`src/rtl/eamc_pkg.sv`:
```
// Shared types and constants for the encoder axis move controller.
package eamc_pkg;

    // Command codes
    localparam logic [1:0] CMD_SAMPLE = 2'd0;
    localparam logic [1:0] CMD_START  = 2'd1;
    localparam logic [1:0] CMD_STOP   = 2'd2;
    localparam logic [1:0] CMD_HOME   = 2'd3;

    // Move status codes
    localparam logic [2:0] ST_IDLE     = 3'd0;
    localparam logic [2:0] ST_MOVING   = 3'd1;
    localparam logic [2:0] ST_REACHED  = 3'd2;
    localparam logic [2:0] ST_ALREADY  = 3'd3;
    localparam logic [2:0] ST_STALLED  = 3'd4;
    localparam logic [2:0] ST_TIMEOUT  = 3'd5;
    localparam logic [2:0] ST_STOPPED  = 3'd6;

    // Configuration register indexes
    localparam logic [2:0] REG_MAX_DUTY    = 3'd0;
    localparam logic [2:0] REG_MIN_DUTY    = 3'd1;
    localparam logic [2:0] REG_STALL_LIMIT = 3'd2;
    localparam logic [2:0] REG_TIMEOUT     = 3'd3;
    localparam logic [2:0] REG_INVERT      = 3'd4;

    // Configuration reset values
    localparam logic [7:0]  MAX_DUTY_RST    = 8'd150;
    localparam logic [7:0]  MIN_DUTY_RST    = 8'd45;
    localparam logic [15:0] STALL_LIMIT_RST = 16'd400;
    localparam logic [15:0] TIMEOUT_RST     = 16'd8000;

    // Bridge pin patterns {drive_a, drive_b}
    localparam logic [1:0] PINS_FORWARD = 2'b10;
    localparam logic [1:0] PINS_REVERSE = 2'b01;
    localparam logic [1:0] PINS_BRAKE   = 2'b11;

    typedef struct packed {
        logic [1:0]         cmd;
        logic               hall_a;
        logic               hall_b;
        logic               ms_tick;
        logic signed [31:0] target_count;
        logic [7:0]         duty_request;
    } in_item_t;

    typedef struct packed {
        logic               drive_a;
        logic               drive_b;
        logic [7:0]         duty;
        logic signed [31:0] position;
        logic [2:0]         status;
    } out_item_t;

endpackage

```
`src/rtl/encoder_axis_move_controller_top.sv`:
```
// Encoder axis move controller: hall decode, move sequencing, stall and timeout.
//
// One transaction in gives one transaction out. Each item is captured in an
// input register, processed by combinational logic against the axis state,
// and the result lands in an output register, so the block sustains one item
// per clock; the only thing that slows it is the result side withholding
// m_ready. Configuration writes take effect on the cycle after the write and
// cfg_ready is always high.
module encoder_axis_move_controller_top #(
    parameter int COUNT_WIDTH = 32,
    parameter int TIMER_WIDTH = 16
) (
    input  logic               aclk,
    input  logic               aresetn,
    input  logic               s_valid,
    output logic               s_ready,
    input  eamc_pkg::in_item_t s_data,
    output logic               m_valid,
    input  logic               m_ready,
    output eamc_pkg::out_item_t m_data,
    input  logic               cfg_valid,
    output logic               cfg_ready,
    input  logic [2:0]         cfg_index,
    input  logic [31:0]        cfg_data
);
    import eamc_pkg::*;

    localparam int CMP_W = (TIMER_WIDTH > 16) ? TIMER_WIDTH : 16;
    localparam int EXT_W = (COUNT_WIDTH > 32) ? COUNT_WIDTH : 32;

    // Configuration registers
    logic [7:0]  max_duty_reg, min_duty_reg;
    logic [15:0] stall_limit_reg, timeout_reg;
    logic        invert_reg;

    // Pipeline registers
    logic      in_valid_reg, out_valid_reg;
    in_item_t  in_item_reg;
    out_item_t out_item_reg, out_item_next;

    // Axis state
    logic [COUNT_WIDTH-1:0] count_reg, count_next;
    logic [COUNT_WIDTH-1:0] goal_reg, goal_next;
    logic [COUNT_WIDTH-1:0] seen_reg, seen_next;
    logic [TIMER_WIDTH-1:0] still_reg, still_next;
    logic [TIMER_WIDTH-1:0] move_reg, move_next;
    logic                   prev_a_reg, prev_a_next;
    logic                   running_reg, running_next;
    logic                   fwd_reg, fwd_next;
    logic [1:0]             pins_reg, pins_next;
    logic [7:0]             duty_reg, duty_next;
    logic [2:0]             status_reg, status_next;

    logic advance;
    logic [COUNT_WIDTH-1:0] dec_count, target;
    logic [EXT_W-1:0]       target_ext, pos_ext;
    logic [7:0]             duty_clamp;
    logic                   reached;

    assign cfg_ready = 1'b1;
    assign advance   = in_valid_reg && (!out_valid_reg || m_ready);
    assign s_ready   = !in_valid_reg || advance;
    assign m_valid   = out_valid_reg;
    assign m_data    = out_item_reg;

    // Configuration writes
    always_ff @(posedge aclk) begin
        if (!aresetn) begin
            max_duty_reg    <= MAX_DUTY_RST;
            min_duty_reg    <= MIN_DUTY_RST;
            stall_limit_reg <= STALL_LIMIT_RST;
            timeout_reg     <= TIMEOUT_RST;
            invert_reg      <= 1'b0;
        end else if (cfg_valid) begin
            case (cfg_index)
                REG_MAX_DUTY:    max_duty_reg    <= cfg_data[7:0];
                REG_MIN_DUTY:    min_duty_reg    <= cfg_data[7:0];
                REG_STALL_LIMIT: stall_limit_reg <= cfg_data[15:0];
                REG_TIMEOUT:     timeout_reg     <= cfg_data[15:0];
                REG_INVERT:      invert_reg      <= cfg_data[0];
                default:         ;
            endcase
        end
    end

    // Hall decode on the captured item
    always_comb begin
        dec_count = count_reg;
        if (in_item_reg.hall_a != prev_a_reg) begin
            if (in_item_reg.hall_b != in_item_reg.hall_a) begin
                dec_count = count_reg + COUNT_WIDTH'(1);
            end else begin
                dec_count = count_reg - COUNT_WIDTH'(1);
            end
        end
    end

    // Target sign-extended then wrapped to the count width
    assign target_ext = EXT_W'(in_item_reg.target_count);
    assign target     = target_ext[COUNT_WIDTH-1:0];

    assign reached = fwd_reg ? ($signed(dec_count) >= $signed(goal_reg))
                             : ($signed(goal_reg) >= $signed(dec_count));

    // Duty clamp: cap at max, then lift nonzero values to min
    always_comb begin
        duty_clamp = (in_item_reg.duty_request > max_duty_reg) ? max_duty_reg
                                                              : in_item_reg.duty_request;
        if (duty_clamp != 8'd0 && duty_clamp < min_duty_reg) begin
            duty_clamp = min_duty_reg;
        end
    end

    // Per-item state update
    always_comb begin
        count_next   = count_reg;
        goal_next    = goal_reg;
        seen_next    = seen_reg;
        still_next   = still_reg;
        move_next    = move_reg;
        prev_a_next  = prev_a_reg;
        running_next = running_reg;
        fwd_next     = fwd_reg;
        pins_next    = pins_reg;
        duty_next    = duty_reg;
        status_next  = status_reg;
        case (in_item_reg.cmd)
            CMD_SAMPLE: begin
                count_next  = dec_count;
                prev_a_next = in_item_reg.hall_a;
                if (running_reg) begin
                    if (reached) begin
                        pins_next    = PINS_BRAKE;
                        duty_next    = 8'd0;
                        running_next = 1'b0;
                        status_next  = ST_REACHED;
                    end else begin
                        if (dec_count != seen_reg) begin
                            seen_next  = dec_count;
                            still_next = '0;
                        end else if (in_item_reg.ms_tick && still_reg != '1) begin
                            still_next = still_reg + TIMER_WIDTH'(1);
                        end
                        if (in_item_reg.ms_tick && move_reg != '1) begin
                            move_next = move_reg + TIMER_WIDTH'(1);
                        end
                        if (CMP_W'(still_next) > CMP_W'(stall_limit_reg)) begin
                            pins_next    = PINS_BRAKE;
                            duty_next    = 8'd0;
                            running_next = 1'b0;
                            status_next  = ST_STALLED;
                        end else if (CMP_W'(move_next) > CMP_W'(timeout_reg)) begin
                            pins_next    = PINS_BRAKE;
                            duty_next    = 8'd0;
                            running_next = 1'b0;
                            status_next  = ST_TIMEOUT;
                        end
                    end
                end
            end
            CMD_START: begin
                if (target == count_reg) begin
                    if (running_reg) begin
                        pins_next = PINS_BRAKE;
                        duty_next = 8'd0;
                    end
                    running_next = 1'b0;
                    status_next  = ST_ALREADY;
                end else begin
                    fwd_next     = $signed(target) >= $signed(count_reg);
                    pins_next    = (fwd_next ^ invert_reg) ? PINS_FORWARD : PINS_REVERSE;
                    duty_next    = duty_clamp;
                    goal_next    = target;
                    seen_next    = count_reg;
                    still_next   = '0;
                    move_next    = '0;
                    running_next = 1'b1;
                    status_next  = ST_MOVING;
                end
            end
            CMD_STOP: begin
                pins_next    = PINS_BRAKE;
                duty_next    = 8'd0;
                running_next = 1'b0;
                status_next  = ST_STOPPED;
            end
            default: begin
                count_next = '0;
            end
        endcase
    end

    // Result built from the updated state
    assign pos_ext = EXT_W'($signed(count_next));
    always_comb begin
        out_item_next.drive_a  = pins_next[1];
        out_item_next.drive_b  = pins_next[0];
        out_item_next.duty     = duty_next;
        out_item_next.position = pos_ext[31:0];
        out_item_next.status   = status_next;
    end

    // Handshake control
    always_ff @(posedge aclk) begin
        if (!aresetn) begin
            in_valid_reg  <= 1'b0;
            out_valid_reg <= 1'b0;
        end else begin
            if (s_ready) begin
                in_valid_reg <= s_valid;
            end
            if (advance) begin
                out_valid_reg <= 1'b1;
            end else if (m_ready) begin
                out_valid_reg <= 1'b0;
            end
        end
    end

    // Payload registers
    always_ff @(posedge aclk) begin
        if (s_ready && s_valid) begin
            in_item_reg <= s_data;
        end
        if (advance) begin
            out_item_reg <= out_item_next;
        end
    end

    // Axis state registers
    always_ff @(posedge aclk) begin
        if (!aresetn) begin
            count_reg   <= '0;
            goal_reg    <= '0;
            seen_reg    <= '0;
            still_reg   <= '0;
            move_reg    <= '0;
            prev_a_reg  <= 1'b0;
            running_reg <= 1'b0;
            fwd_reg     <= 1'b0;
            pins_reg    <= '0;
            duty_reg    <= '0;
            status_reg  <= ST_IDLE;
        end else if (advance) begin
            count_reg   <= count_next;
            goal_reg    <= goal_next;
            seen_reg    <= seen_next;
            still_reg   <= still_next;
            move_reg    <= move_next;
            prev_a_reg  <= prev_a_next;
            running_reg <= running_next;
            fwd_reg     <= fwd_next;
            pins_reg    <= pins_next;
            duty_reg    <= duty_next;
            status_reg  <= status_next;
        end
    end

endmodule

```
`config.mk`:
```
export PLATFORM = sky130hd
export DESIGN_NAME = encoder_axis_move_controller_top
export DESIGN_NICKNAME = d
export VERILOG_FILES = /design/src/rtl/eamc_pkg.sv /design/src/rtl/encoder_axis_move_controller_top.sv
export SDC_FILE = /design/constraint.sdc
export NUM_CORES = 1
export LEC_CHECK = 0
export ABC_AREA = 1
export ABC_CLOCK_PERIOD_IN_PS = 6080
export BUFFER_PORTS_ARGS = -buffer_cell sky130_fd_sc_hd__buf_2
export CAP_MARGIN = 40
export CORE_MARGIN = 4
export CORE_UTILIZATION = 45
export DETAILED_ROUTE_END_ITERATION = 10
export GPL_TIMING_DRIVEN = 0
export PLACE_DENSITY = 0.72
export RECOVER_POWER = 100
export SLEW_MARGIN = 0
export SYNTH_ARGS = -nofsm -noshare
export SYNTH_HDL_FRONTEND = slang
export SYNTH_SLANG_ARGS = --single-unit
```
`constraint.sdc`:
```
create_clock -name aclk -period 6.08 [get_ports aclk]
set_input_delay 0.608 -clock aclk [delete_from_list [all_inputs] [get_ports aclk]]
set_output_delay 0.608 -clock aclk [all_outputs]
set_load 0.1 [all_outputs]
```
==> metrics.txt <==
r2r setup slk=~0.34 ns; CTS Root Cell=clkbuf_16; nets=3010; post-synth top area share=between 20% and 30%; Ys Warns=0; post-DP HPWL=50300 µm; Reg-to-Reg Start=in_item_reg[42]; drt initial violations=~1.7k; transition time of the tightest slew-check pin=between 2 and 2.5 ns; Max-Cap Viols=1; TritonCTS buffer count=35; CP endpoint kind=flip-flop; period utilisation layout=94.4%; # setup viols final=0; grt total ovfl=0; Sw Ratio=approximately a third; Gate power share=about a quarter; first-pass GRT wire length=around 98000 µm; R2R depth=32; H-tree Lvls=2; leading area contributor after synthesis=dfxtp_1; IO Pins=roughly 130; Lkg Pwr=about 9.3 nW; Crit Path Max Fanout=10; Post-synth EDFFs=90; Worst path slowest cell=clkbuf_1; Die X-Extent=about 210 µm; Clock Tree Buf Depth=3; CTS Hold Buffers Added=0; CP Launch Type=flip-flop; Die Height=about 210 µm; most used flip-flop cell after synthesis=dfxtp_1; hold crit path type=in2reg; WL/cell=about 19 µm; WHS Path Cells=1; Tot Pwr=around 0.0054 W; fmax=174 MHz; Worst-path clk slew=0.06 ns; HP Start=s_data[18]; Post-synth top cells=nand2_1, inv_1, a21oi_1; Power Density=259 nW/µm²; TritonCTS clock tree=yes; Rel. slew slack=-51.1%; most frequent cell on the critical path=nand2_1; failing checks=capacitance limit, slew limit; switching power total=around 0.0019 W; post-DR vias/cell=5.64; cell-internal power=~0.0035 W; Area Growth Syn to Fin=13.8%; die area=roughly 44000 µm²; TritonRoute pass-1 iters=6; CP max stage delay=between 0.5 and 0.6 ns; sequential area share after synthesis=36.1%; fin. max-slew vios=37; Syn Area/Cell=around 6.9 µm²; WS Path Type=reg2reg; DRT Wirelength=roughly 64000 µm; cell area after synthesis=roughly 18000 µm²; Reg2Reg Capture Point=m_data[1]; setup TNS=0 ns; Starting Density=a little under half; Hold Slack=approximately 0.23 ns; vias in the first global route=about 18k; status=finished with violations; Arrival @ worst endpoint=between 6 and 7 ns; Yosys reg bits=285; Worst Skew=~0.023 ns; share of cells above drive strength 1=between 7 and 8%; unique cell type count in the Yosys netlist=54; top post-synthesis cells by area=dfxtp_1, nand2_1, edfxtp_1; RePlAce Congestion=0.981; Peak supply drop=about 0.26 mV; clock share of power=between 30 and 40%; largest net degree at the start of global routing=between 50 and 60; Final Hold Vio Count=0; clock latency on the worst-skew pair=around 0.55 ns; initial antenna violation count=1; max reg flops=between 40 and 50; core area=40000 µm²; Post-route DRC=0; sequential power share=~40%; hold worst-path end=target[10]; Sinks on Clock Net=~290; PortBufs=between 100 and 150; Req. time, crit path=6.38 ns; gr usage total=roughly 28%; Vias=18.9k; diode count=0; Final ANT Viol Nets=0; Site Rows=73; asr flop ratio synth=0%; Final min period=between 5 and 6 ns; syn_nets=between 2k and 3k; Cells after Synth=2639; most common cell in the synthesized netlist=nand2_1
[layout by cell type (no fill, tap or decap), drive strengths merged, types with 14 or more instances in the layout]
| cell type | instances |
|---|---|
| o22ai | 21 |
| a41oi | 22 |
| buf | 95 |
| nand3b | 44 |
| nand4 | 48 |
| nor2 | 214 |
| clkbuf | 182 |
| inv | 305 |
| nand2 | 747 |
| o21ai | 140 |
| o21bai | 15 |
| ha | 118 |
| xor2 | 25 |
| clkinv | 36 |
| edfxtp | 90 |
| o211ai | 18 |
| a31oi | 16 |
| a21oi | 218 |
| dfxtp | 195 |
| a211oi | 14 |
| nand3 | 196 |
[cells by family (layout without fill, tap and decap cells)]
logic type,count (synthesis),count (layout),synth area share (%)
AOI/OAI and AO/OA,495,495,15.4
adders and majority gates,118,118,8.06
other,1,1,0.0205
muxes,1,1,0.0615
xor gates and xnor gates,32,32,1.53
buffers and inverters,431,624,9.15
and+or+nand+nor,1276,1276,29.7
DFF,285,285,36.1
[per-layer routing]
layer	vias up	GRT usage (%)	wire length [µm]	part of all wire, %
met5	-	0	11	0.017
li1	9152	-	-	-
met1	8788	36.4	25900	40
met3	183	3.99	5300	8.3
met4	2	11.6	2940	4.6
met2	811	47.4	29900	47
[metrics by stage]
stage / instance area (µm²) / utilization (%) / worst slack, ns / cells
2_1_floorplan: 18300 / - / 1.32 / 2639
6_report: 20900 / 52.1 / 0.342 / 3357
4_1_cts: 20700 / 51.8 / 0.0298 / 3348
3_5_place_dp: 19600 / 49.0 / -0.342 / 3283
5_1_grt: 20900 / 52.1 / -0.0192 / 3357
3_3_place_gp: 19600 / 48.9 / -0.251 / 3279
[power groups by stage]
stage | Sequential [W] | Clock [W] | Combinational (W)
3_3_place_gp | 0.00216 | 0 | 0.00123
5_1_grt | 0.00213 | 0.00209 | 0.00143
6_report | 0.00212 | 0.00198 | 0.00130
3_5_place_dp | 0.00216 | 0 | 0.00125
4_1_cts | 0.00212 | 0.00201 | 0.00126
2_1_floorplan | 0.00226 | 0 | 0.000760
[worst max-delay path, delay by kind of cell, from the launching register on]
| family | cells | cell delay (ns) |
|---|---|---|
| AO/OA/AOI/OAI | 4 | 0.59 |
| adder cells (fa/ha/maj) | 1 | 0.19 |
| buffers and inverters | 8 | 2.21 |
| flip-flops | 1 | 0.46 |
| AND/OR/NAND/NOR | 19 | 2.00 |
[final cells by class]
class	instances	area, µm²
multi-input cells	1923	10200
repair buffers	131	626
plain buffers	106	493
clock buffers	41	908
flip-flops and latches	285	6610
clock inverters	21	150
fillers	4007	19100
well taps	525	657
inverters	325	1220
[worst max path at each step]
stage                     slack [ns]  depth (start not counted)             to            start
final                           0.34                         32      m_data[1]  in_item_reg[42]
after global routing           -0.02                         34  still_reg[15]  in_item_reg[41]
after CTS                       0.03                         47      m_data[1]  in_item_reg[42]
after detailed placement       -0.34                         43     m_data[40]  in_item_reg[42]
after global placement         -0.25                         37   seen_reg[30]  in_item_reg[42]
after floorplan                 1.32                         41      m_data[1]  in_item_reg[42]
[repair_timing]
action / CTS / global route
setup endpoints to repair: 35 / 88
gates resized for setup: 9 / 62
pin swaps: 2 / 11
setup buffers: 3 / 9
Note: power is estimated with default switching activity, not from simulation.
